===== src/rtl/mpeq_pkg.sv =====
// shared types and codes for the multi-level priority event queue
package mpeq_pkg;

  localparam logic CMD_POST = 1'b0;
  localparam logic CMD_TAKE = 1'b1;

  localparam logic [1:0] ST_OK      = 2'd0;
  localparam logic [1:0] ST_FULL    = 2'd1;
  localparam logic [1:0] ST_INVALID = 2'd2;
  localparam logic [1:0] ST_EMPTY   = 2'd3;

  typedef struct packed {
    logic        command;
    logic [2:0]  priority_req;
    logic [31:0] event_handle;
    logic [63:0] event_payload;
  } req_item_t;

  typedef struct packed {
    logic [1:0]  status;
    logic [2:0]  taken_priority;
    logic [31:0] taken_handle;
    logic [63:0] taken_payload;
  } rsp_item_t;

  // what the ring control decided for the current request
  typedef struct packed {
    logic       wr_en;
    logic       rd_en;
    logic [1:0] status;
    logic [2:0] level;
  } decision_t;

endpackage


===== src/rtl/mpeq_ring_ctrl.sv =====
// ring pointers, full/empty checks and level select for the event queue
module mpeq_ring_ctrl #(
  parameter int LEVEL_COUNT = 4,
  parameter int RING_LENGTH = 16,
  parameter int HANDLE_BITS = 32,
  parameter int ADDR_W      = 6
) (
  input  logic                clk,
  input  logic                rst,
  input  logic                accept,
  input  mpeq_pkg::req_item_t req,
  output mpeq_pkg::decision_t dec,
  output logic [ADDR_W-1:0]   waddr,
  output logic [ADDR_W-1:0]   raddr
);
  import mpeq_pkg::*;

  localparam int PTR_W = $clog2(RING_LENGTH);
  localparam int LVL_W = (LEVEL_COUNT > 1) ? $clog2(LEVEL_COUNT) : 1;

  logic [PTR_W-1:0] rd_ptr [LEVEL_COUNT];
  logic [PTR_W-1:0] wr_ptr [LEVEL_COUNT];

  logic [LEVEL_COUNT-1:0] full;
  logic [LEVEL_COUNT-1:0] nonempty;

  logic             level_ok;
  logic             post_ok;
  logic [LVL_W-1:0] post_lvl;
  logic [LVL_W-1:0] take_lvl;
  logic             found;
  logic [PTR_W-1:0] post_ptr;
  logic [PTR_W-1:0] take_ptr;

  function automatic logic [PTR_W-1:0] ring_next(input logic [PTR_W-1:0] pos);
    ring_next = (pos == PTR_W'(RING_LENGTH - 1)) ? '0 : pos + PTR_W'(1);
  endfunction

  always_comb begin
    for (int l = 0; l < LEVEL_COUNT; l++) begin
      full[l]     = (ring_next(wr_ptr[l]) == rd_ptr[l]);
      nonempty[l] = (rd_ptr[l] != wr_ptr[l]);
    end
  end

  // lowest-numbered non-empty level wins
  always_comb begin
    found    = 1'b0;
    take_lvl = '0;
    for (int l = 0; l < LEVEL_COUNT; l++) begin
      if (!found && nonempty[l]) begin
        found    = 1'b1;
        take_lvl = LVL_W'(l);
      end
    end
  end

  assign level_ok = (int'(req.priority_req) < LEVEL_COUNT);
  assign post_lvl = req.priority_req[LVL_W-1:0];
  // zero check on the handle as it is stored
  assign post_ok  = level_ok && (HANDLE_BITS'(req.event_handle) != '0);
  assign post_ptr = wr_ptr[post_lvl];
  assign take_ptr = rd_ptr[take_lvl];

  assign waddr = ADDR_W'(int'(post_lvl) * RING_LENGTH + int'(post_ptr));
  assign raddr = ADDR_W'(int'(take_lvl) * RING_LENGTH + int'(take_ptr));

  always_comb begin
    dec = '0;
    if (req.command == CMD_TAKE) begin
      if (found) begin
        dec.rd_en  = 1'b1;
        dec.status = ST_OK;
        dec.level  = 3'(take_lvl);
      end else begin
        dec.status = ST_EMPTY;
      end
    end else begin
      if (!post_ok) begin
        dec.status = ST_INVALID;
      end else if (full[post_lvl]) begin
        dec.status = ST_FULL;
      end else begin
        dec.wr_en  = 1'b1;
        dec.status = ST_OK;
      end
    end
  end

  always_ff @(posedge clk) begin
    if (rst) begin
      for (int l = 0; l < LEVEL_COUNT; l++) begin
        rd_ptr[l] <= '0;
        wr_ptr[l] <= '0;
      end
    end else if (accept) begin
      if (dec.wr_en) begin
        wr_ptr[post_lvl] <= ring_next(post_ptr);
      end
      if (dec.rd_en) begin
        rd_ptr[take_lvl] <= ring_next(take_ptr);
      end
    end
  end

endmodule


===== config.mk =====
export PLATFORM = sky130hd
export DESIGN_NAME = mpeq_ring_ctrl
export DESIGN_NICKNAME = d
export VERILOG_FILES = /design/src/rtl/mpeq_pkg.sv /design/src/rtl/mpeq_ring_ctrl.sv
export SDC_FILE = /design/constraint.sdc
export NUM_CORES = 1
export LEC_CHECK = 0
export BUFFER_PORTS_ARGS = -buffer_cell sky130_fd_sc_hd__buf_2
export CORE_ASPECT_RATIO = 1.2
export CORE_UTILIZATION = 47
export CTS_CLUSTER_DIAMETER = 60
export DETAILED_ROUTE_END_ITERATION = 7
export GPL_TIMING_DRIVEN = 0
export PLACE_DENSITY_LB_ADDON = 0.05
export REMOVE_ABC_BUFFERS = 1
export SKIP_LAST_GASP = 1
export SLEW_MARGIN = 20
export SYNTH_ARGS = -nofsm -noshare
export SYNTH_HDL_FRONTEND = slang
export SYNTH_SLANG_ARGS = --single-unit

===== constraint.sdc =====
create_clock -name clk -period 3.32 [get_ports clk]
set_input_delay 0.332 -clock clk [delete_from_list [all_inputs] [get_ports clk]]
set_output_delay 0.332 -clock clk [all_outputs]
set_load 0.03 [all_outputs]

== After elaboration in Yosys (flattened, before gate mapping) ==
Memory sizes are Yosys's and may differ from the RTL's.
Cells that the tools add are included.
Cells by class
  reduce and logical (&&, ||, !) cells: 10
  add/sub/neg operators: 8
  magnitude comparators: 2
  equality and inequality tests: 14
  multiplexer cells: 42
Operators by type and width (number)
  $mux 4: 8
  $reduce_bool 32->1: 1
  $add 4x1->4 const B: 6
  $eq 4x4->1 const B: 6
  $mux 1: 24
  $eq 4x4->1: 4
  $mux 2: 8
  $ne 4x4->1: 4
  $add 6x4->6: 2
  $reduce_or 4->1: 2
  $logic_and 1x1->1: 4
  $logic_not 1->1: 3
  $lt 2x3->1 const B: 1
  $lt 3x3->1 const B: 1
  $mux 3: 1
  $bmux 1 s2: 1
Storage, ports and cells
  bits of input ports: 103
  memory bits (writable): 32
  register bits: 0
  logic and storage cells: 78
  output and inout port bits: 19
  memories kept: 2
Memories
  rd_ptr: depth 4, width 4, read ports 5, clocked after Yosys merged registers in 0, write ports 4, RTL line mpeq_ring_ctrl.sv:21  | logic [PTR_W-1:0] rd_ptr [LEVEL_COUNT];
  wr_ptr: depth 4, width 4, read ports 5, clocked after Yosys merged registers in 0, write ports 4, RTL line mpeq_ring_ctrl.sv:22  | logic [PTR_W-1:0] wr_ptr [LEVEL_COUNT];

== Logic depth before layout (Yosys ltp) ==
Gate-level depths: netlist of the first run.
An unclocked memory read counts as a cell.
  depth in word-level cells: 20
  depth in mapped cells: 10
  gate-level depth less buffers: 8

== Least setup slack after synthesis of the first run ==
No wires, ideal clock.
  path type: register to register
  start point: memory wr_ptr[1][1] (netlist name)
  end point: memory rd_ptr[0][3] (netlist name) (data pin)
  data required time: 3.055 ns
  path buffers: 1
  cell stages (with the launch flop): 10
  arrival: 2.994 ns
  library setup time: 0.265 ns
  clock period less this slack: 3.259 ns
  setup slack: 0.061 ns
  cell sequence: edfxtp_1 > xor2_1 > or4_4 > buf_6 > a311o_2 > a2bb2oi_1 > ha_1 > inv_1 > a311oi_2 > nor2_1
RTL lines (RTL line)
  from (decl): mpeq_ring_ctrl.sv:22
  to (decl): mpeq_ring_ctrl.sv:21

==> results of run 1 <==
placed cells by master (no fill, tap or decap), types with 5 or more instances in the layout:
cell | netlist | layout
buf_2 | 2 | 56
clkbuf_8 | 0 | 5
and2_1 | 6 | 6
inv_1 | 16 | 16
o21ai_0 | 9 | 9
nor4_1 | 15 | 15
xor2_1 | 17 | 17
nor3_1 | 12 | 12
xnor2_1 | 16 | 16
a21oi_1 | 10 | 10
edfxtp_1 | 32 | 32
ha_1 | 6 | 6
nand2_1 | 10 | 10
nand3_1 | 6 | 6
nand4_1 | 5 | 5
nor2_1 | 22 | 22
critical path: stages (launching register included):
cell and delay, ns:
edfxtp_1 0.51, xor2_1 0.23, or4_1 0.63, a311o_2 0.42, a2bb2oi_1 0.36, ha_1 0.28, inv_1 0.09, a311oi_4 0.31
nor2_1 0.09
registers in the layout (all words and copies together), names as in the netlist:
register	cells
rd_ptr	16
wr_ptr	16
per-stage QoR:
step	setup slack, ns	power, uW
after floorplan	0.03404	674.0
after global placement	0.1173	759.6
after detailed placement	0.06401	762.3
after CTS	0.06266	1040
after global routing	0.04978	1090
final	0.1523	1044
kinds of logic after synthesis:
group / synth area share [%]
other: 0.1524
adders and majority gates: 3.050
AOI/OAI and AO/OA: 16.37
muxes: 3.813
and+or+nand+nor: 19.73
buffers and inverters: 5.440
xor gates and xnor gates: 12.40
DFF: 39.04
metal layers:
| metal | track usage, % | vias up | wire length, um | part of all wire, % |
|---|---|---|---|---|
| met4 | 9.375 | 0 | 125 | 2.1 |
| met2 | 41.57 | 76 | 3017 | 50 |
| met1 | 29.47 | 1009 | 2566 | 43 |
| li1 | - | 1036 | - | - |
| met5 | 0 | - | 0 | 0 |
| met3 | 3.933 | 12 | 282 | 4.7 |
layout make-up:
type / instances / share of cell area [%]
Multi-Input combinational cell: 186 / 48.84
Sequential cell: 32 / 33.76
Timing Repair Buffer: 56 / 9.846
Clock buffer: 7 / 2.681
Tap cell: 60 / 2.637
Inverter: 16 / 2.110
Clock inverter: 1 / 0.1319
power by group:
part	switching, uW	internal [uW]	total (uW)	leakage, uW
Clock	136	146	282	0.0000399
Sequential	27.5	465	493	0.000331
Combinational	163	107	270	0.000745
Total	327	718	1040	0.00112
what timing repair did:
action,in CTS,in global routing
endpoints found under the setup margin,0,4
hold buffers,0,0
resized for setup,0,3
worst max-delay path by stage:
| stage | cells past startpoint | from | endpoint | slack [ns] |
|---|---|---|---|---|
| after CTS | 8 | wr_ptr[0][3] | rd_ptr[2][3] | 0.06 |
| after floorplan | 8 | rd_ptr[0][3] | rd_ptr[0][3] | 0.03 |
| after global routing | 8 | wr_ptr[2][0] | dec[6] | 0.05 |
| after detailed placement | 8 | wr_ptr[0][3] | rd_ptr[2][3] | 0.06 |
| after global placement | 8 | wr_ptr[0][3] | rd_ptr[1][3] | 0.12 |
| final | 8 | wr_ptr[3][0] | rd_ptr[2][3] | 0.15 |
==> run_results.csv, run 1 <==
group,metric,value,unit
logic_synthesis,synth_area,2461,sq um
sta,timing.final.hold_violations,0,
power,p_leak,0.001116,uW
placed_design,port_buffers,56,
critical_path,r2r_slack,0.15,ns
clock_network,cts_made_buffers,5,
clock_network,clock_path_buffers,2,
power,peakVddDrop,0.2848,mV
clock_network,clock_sink_count,32,
placed_design,placed_area,2743,sq um
critical_path,end_kind,"flip-flop",
sta,timing.final.crit_period,3.168,ns
hold_path,hp-start,"accept",
die,coreArea,4975,sq um
layout,final_nets,406,
sta,rsz0062_at_grt,"false",
grt,antenna_found_initial,0,
layout,fill_cells,472,
run,cap_viol_max_count,0,
detailed_routing,antenna_left,0,
sta,max_slew_margin,51.36,%
sta,final.setup.tns,0,ns
layout,fin_util,57.22,%
hold_path,whs_endpoint,"rd_ptr[3][2]",
grt,grtUsageTotal,24.16,%
sta,holdWs,0.5594,ns
detailed_routing,firstDrtPassIters,5,
clock_network,root_buffer,"clkbuf_8",
detailed_routing,viasPerCell,5.958,
clock_network,cts_tree,"yes",
sta,drv_slew,0,
sta,skew,0.008266,ns
critical_path,cp_max_fo,6,
sta,setup_violations,0,
status,status,"finished, final reports clean",
critical_path,start_kind,"flip-flop",
layout,layout-area-overhead-vs-synth,15.66,%
sta,finalCritPeriodShare,95.41,%
layout,seq_area,960.9,sq um
hold_path,hold_depth,2,
logic_synthesis,synthFlopType,"edfxtp_1",
placed_design,gp_congestion,0.8410,
logic_synthesis,synth_most_common_cell,"edfxtp_1",
critical_path,worstSetupPathType,"reg2reg",
logic_synthesis,yosys-top-cells-count,"32 x edfxtp_1, 22 x nor2_1, 17 x xor2_1, 16 x inv_1, 16 x xnor2_1",
die,num_rows,28,
logic_synthesis,yosys_warnings,0,
clock_network,h-tree-depth,2,
critical_path,r2r-start,"wr_ptr[3][0]",
critical_path,cp_data_required_time,3.35,ns
grt,grt_max_degree,19,
layout,drive_above_1_share,27.18,%
die,ios,122,
grt,grt_pass1_wl,9625,um
clock_network,path_clk_slew,0.07,ns
detailed_routing,wl_per_cell,16.73,um
logic_synthesis,ys_types,48,
die,initial_core_util,49.47,%
logic_synthesis,yosysTopAreaCellShare,39.04,%
grt,grt_overflow,0,
logic_synthesis,ys_ff_latch,32,
hold_path,hold_path_class,"in2reg",
sta,timing.fmax,315.7,MHz
grt,grt_pass1_vias,2044,
critical_path,arrival,3.20,ns
logic_synthesis,synthCells,245,
layout,multi_input_area,1390,sq um
clock_network,postCtsSetupBuffers,0,
detailed_routing,first_iter_violations,194,
logic_synthesis,synth_edf_count,32,
layout,instances_no_fill,358,
clock_network,clock_latency,0.28,ns
critical_path,reg2reg_depth,8,
detailed_routing,num_vias,2133,
die,die_x,68.06,um
logic_synthesis,yosysSeqAreaShare,39.04,%
logic_synthesis,synth_area_leaders,"edfxtp_1 39%, xor2_1 6.0%, xnor2_1 5.7%, nor4_1 3.8%, nor2_1 3.4%",
detailed_routing,drc,0,
sta,tightest_slew,0.7230,ns
die,die_h,81.27,um
logic_synthesis,yosys.area.top_type,"edfxtp_1",
logic_synthesis,async_flop_share,0,%
die,die_area,5531,sq um
logic_synthesis,syn_area_per_cell,10.05,sq um
placed_design,dp.final_hpwl,4747,um
layout,diodes,0,
placed_design,placed_cells,350,
detailed_routing,routed_wl,5991,um
layout,final_area,2846,sq um
power,power_density,366.9,nW/um^2
critical_path,reg2reg_to,"rd_ptr[2][3]",
Power figures use the tool's default switching activity.
==> run 2: changes to the inputs <==
- SETUP_SLACK_MARGIN: not set -> 0.4
- SKIP_CTS_REPAIR_TIMING: not set -> 1
==> run 2 against run 1 <==
Worst hold slack lost 0.0010 ns. Largest cell class unchanged. Register-to-register slack improved by 0.32 ns. Critical path type unchanged. Clock-buffer cell count unchanged. Largest power group unchanged.
==> run_results.csv, run 2 (synthesis gave the netlist of run 1 again) <==
group,metric,value,unit
placed_design,port_buffers,56,
grt,grt_overflow,0,
layout,diodes,0,
power,p_leak,0.001275,uW
layout,final_nets,436,
clock_network,cts_tree,"yes",
layout,final_cell_mix,"55 x buf_2, 32 x edfxtp_1, 29 x buf_4",
layout,top_regs,"rd_ptr: 16 flops, wr_ptr: 16 flops",
clock_network,h-tree-depth,2,
sta,drv_slew,0,
detailed_routing,first_iter_violations,162,
clock_network,path_clk_slew,0.07,ns
power,power_density,346.2,nW/um^2
die,num_rows,28,
grt,grtUsageTotal,24.16,%
run,cap_viol_max_count,0,
placed_design,dp.final_hpwl,4747,um
clock_network,cts_made_buffers,5,
detailed_routing,viasPerCell,5.781,
die,die_x,68.06,um
critical_path,slowest_delay,0.58,ns
critical_path,cp_data_required_time,3.35,ns
sta,rsz0062_at_grt,"true",
critical_path,crit_family,"compound AO/OA/AOI/OAI gates",
die,ios,122,
clock_network,clock_sink_count,32,
detailed_routing,routed_wl,6308,um
critical_path,worstSetupPathType,"reg2reg",
placed_design,gp_congestion,0.8410,
clock_network,root_buffer,"clkbuf_8",
grt,grt_pass1_vias,2044,
detailed_routing,firstDrtPassIters,4,
sta,setup_violations,0,
critical_path,cp_max_fo,5,
hold_path,hold_depth,2,
sta,final.setup.tns,0,ns
sta,timing.final.hold_violations,0,
status,status,"finished, final reports clean",
critical_path,reg2reg_depth,7,
placed_design,placed_cells,350,
clock_network,clock_latency,0.29,ns
die,die_area,5531,sq um
clock_network,clock_path_buffers,2,
sta,skew,0.01006,ns
grt,antenna_found_initial,0,
critical_path,end_kind,"flip-flop",
critical_path,worst-path-stages,7,
layout,layout_commonest_cell,"buf_2",
layout,drive_above_1_share,36.59,%
detailed_routing,antenna_left,0,
critical_path,cp_cell_sequence,"xor2_1 -> or4_4 -> a311o_1 -> a2bb2oi_4 -> and4b_1 -> a311oi_4 -> nor2_1",
critical_path,start_kind,"flip-flop",
sta,tightest_slew,0.7599,ns
grt,grt_pass1_wl,9625,um
power,peakVddDrop,0.2909,mV
die,initial_core_util,49.47,%
sta,timing.fmax,351.6,MHz
sta,max_slew_margin,48.95,%
grt,grt_max_degree,19,
die,die_h,81.27,um
die,coreArea,4975,sq um
hold_path,hold_path_class,"in2reg",
layout,layout-area-overhead-vs-synth,28.42,%
critical_path,arrival,2.88,ns
critical_path,crit_buf_inv,0,
power,power,1094,uW
sta,timing.final.crit_period,2.844,ns
detailed_routing,wl_per_cell,16.26,um
detailed_routing,drc,0,
critical_path,slowest_stage,"or4_4",
layout,instances_no_fill,388,
sta,finalCritPeriodShare,85.66,%
detailed_routing,num_vias,2243,
layout,fin_util,63.53,%
-- run 2: cell types whose count changed in the layout (fill, tap and decap cells not counted), moves of 2 or more --
| cell | before | now |
|---|---|---|
| o221ai_1 | 2 | 0 |
| o221ai_2 | 0 | 2 |
| buf_4 | 0 | 29 |
| a2bb2oi_4 | 1 | 3 |
-- run 2: worst paths after layout --
kind,start,slack (ns),endpoint
setup reg to reg,wr_ptr[3][1],0.48,rd_ptr[2][3]
hold reg to reg,rd_ptr[0][2],0.96,rd_ptr[0][2]
hold / removal,accept,0.56,rd_ptr[3][3]
setup / recovery,wr_ptr[3][1],0.48,rd_ptr[2][3]
-- run 2: metrics by stage --
stage               setup slack (ns)  area (sq um)  hold WS (ns)
floorplan                    0.03404          2387        0.5294
global placement              0.1173          2743        0.8550
detailed placement           0.06401          2743        0.8537
CTS                          0.06266          2823        0.5533
global route                  0.3743          3161        0.5717
finish                        0.4760          3161        0.5584
-- run 2: worst register-to-register path, delay by kind of cell (launching register included) --
kind             cells  cell delay, ns
AO/OA/AOI/OAI        3            0.99
XOR/XNOR             1            0.22
flip-flops           1            0.48
AND/OR/NAND/NOR      3            0.92
-- run 2: final cells by class --
| cell class | instances | area, sq um |
|---|---|---|
| fill | 444 | 1814 |
| sequential | 32 | 960.9 |
| multi-input combinational | 186 | 1479 |
| clock inverter | 1 | 3.754 |
| clock buffer | 7 | 76.32 |
| tap | 60 | 75.07 |
| timing repair buffer | 86 | 505.5 |
| inverter | 16 | 60.06 |
-- run 2: layer usage --
| layer | global-route usage, % | wire [um] | up-vias |
|---|---|---|---|
| met4 | 9.375 | 161 | 0 |
| met2 | 41.57 | 3188 | 72 |
| met3 | 3.933 | 231 | 16 |
| met1 | 29.47 | 2726 | 1059 |
| met5 | 0 | 0 | - |
| li1 | - | - | 1096 |
-- run 2: power by group --
part	switching (uW)	internal, uW	leakage (uW)
sequential	25.3	465	0.000331
combinational	180	139	0.000904
clock	139	146	0.0000399
==> run 3: changes to the inputs <==
- CORE_ASPECT_RATIO: 1.2 -> not set
==> run 3 against run 2 <==
Total power fell by 0.10%. First-iteration DRC count fell by 2.5%. Sequential power barely moved. Register-to-register slack got worse by 0.04 ns. Die area barely moved. Cell count rose by 1.5%. Global-route usage fell by 1.5 points. Highest routed layer unchanged.
==> run_results.csv, run 3 (synthesis gave the netlist of run 1 again) <==
group,metric,value,unit
detailed_routing,drc,0,
clock_network,clock_path_buffers,2,
layout,final_area,3154,sq um
sta,drv_slew,0,
critical_path,cpMostUsedCell,"buf_4",
grt,antenna_found_initial,0,
power,peakVddDrop,0.2861,mV
layout,seq_area,960.9,sq um
placed_design,dp.final_hpwl,4813,um
layout,top_regs,"rd_ptr: 16 flops, wr_ptr: 16 flops",
die,die_h,74.37,um
sta,setup_violations,0,
detailed_routing,antenna_left,0,
layout,drive_above_1_share,36.09,%
sta,worst_slack,0.4317,ns
layout,diodes,0,
placed_design,placed_area,2751,sq um
hold_path,hold_path_class,"in2reg",
layout,layout-area-overhead-vs-synth,28.16,%
sta,tightest_slew,0.7588,ns
detailed_routing,firstDrtPassIters,4,
sta,timing.final.crit_period,2.888,ns
power,power_density,346.6,nW/um^2
die,num_rows,25,
layout,layout_commonest_cell,"buf_2",
critical_path,arrival,2.56,ns
layout,fill_cells,443,
sta,timing.final.hold_violations,0,
critical_path,cp_max_fo,10,
critical_path,end_kind,"output pin",
placed_design,gp_congestion,0.8249,
grt,grt_max_degree,19,
critical_path,cp_cell_sequence,"xor2_1 -> or4_4 -> a31oi_4 -> buf_4 -> a2bb2oi_2 -> buf_4",
die,initial_core_util,50.44,%
critical_path,cp_data_required_time,2.99,ns
detailed_routing,first_iter_violations,158,
power,p_leak,0.001267,uW
clock_network,clock_latency,0.28,ns
grt,grt_pass1_vias,1973,
clock_network,path_clk_slew,0.06,ns
grt,grt_pass1_wl,9225,um
placed_design,pre_cts_slack,0.1129,ns
die,die_area,5530,sq um
critical_path,start_kind,"flip-flop",
die,coreArea,4880,sq um
layout,final_nets,435,
placed_design,port_buffers,56,
clock_network,h-tree-depth,2,
layout,multi_input_area,1474,sq um
grt,grt_overflow,0,
sta,rsz0062_at_grt,"false",
critical_path,worstSetupPathType,"reg2out",
clock_network,cts_made_buffers,5,
power,power,1093,uW
detailed_routing,routed_wl,6509,um
layout,fin_util,64.64,%
clock_network,root_buffer,"clkbuf_8",
sta,finalCritPeriodShare,87.00,%
grt,grtUsageTotal,22.62,%
run,cap_viol_max_count,0,
sta,skew,0.004297,ns
clock_network,cts_tree,"yes",
detailed_routing,viasPerCell,5.799,
status,status,"finished, final reports clean",
detailed_routing,wl_per_cell,16.52,um
critical_path,slowest_delay,0.64,ns
critical_path,slowest_stage,"or4_4",
die,ios,122,
sta,final.setup.tns,0,ns
sta,timing.fmax,346.2,MHz
die,die_x,74.37,um
clock_network,clock_sink_count,32,
layout,final_cell_mix,"54 x buf_2, 32 x edfxtp_1, 29 x buf_4",
sta,max_slew_margin,49.02,%
detailed_routing,num_vias,2285,
==> run 3: layout make-up <==
class / instances / area share, %
tap: 67 / 2.658
multi-input combinational: 187 / 46.73
timing repair buffer: 84 / 15.71
sequential: 32 / 30.46
clock buffer: 7 / 2.420
clock inverter: 1 / 0.1190
inverter: 16 / 1.904
==> run 3: worst paths after layout <==
kind | to | startpoint | slack [ns] | cells after the start
setup / recovery | raddr[2] | rd_ptr[0][1] | 0.43 | 6
hold / removal | rd_ptr[3][1] | accept | 0.57 | 2
setup reg to reg | rd_ptr[1][3] | rd_ptr[0][1] | 0.44 | 7
hold reg to reg | rd_ptr[0][2] | rd_ptr[0][2] | 0.99 | 3
==> run 3: metrics by stage <==
stage / cells / hold WS (ns)
2_1_floorplan: 234 / 0.5294
3_3_place_gp: 357 / 0.8410
3_5_place_dp: 357 / 0.8417
4_1_cts: 365 / 0.5555
5_1_grt: 394 / 0.5623
6_report: 394 / 0.5676
==> run 3: report_power, final <==
part	switching, uW	internal, uW	leakage [uW]
Clock	133	146	0.0000399
Sequential	26.2	465	0.000331
Combinational	184	138	0.000895
==> run 3: routing by layer <==
metal  GRT usage (%)  up-vias  share of wire, %
met5               0        -                 0
met4           6.499        0               1.5
met3           3.659       12               4.7
met2           37.64       77                48
met1           30.46     1100                46
li1                -     1096                 -
==> run 3: worst max-delay path, delay by kind of cell (launching register included) <==
kind / cells / cell delay [ns]
and+or+nand+nor: 1 / 0.64
AOI/OAI and AO/OA: 2 / 0.56
DFF: 1 / 0.51
buffers and inverters: 2 / 0.38
xor gates and xnor gates: 1 / 0.19
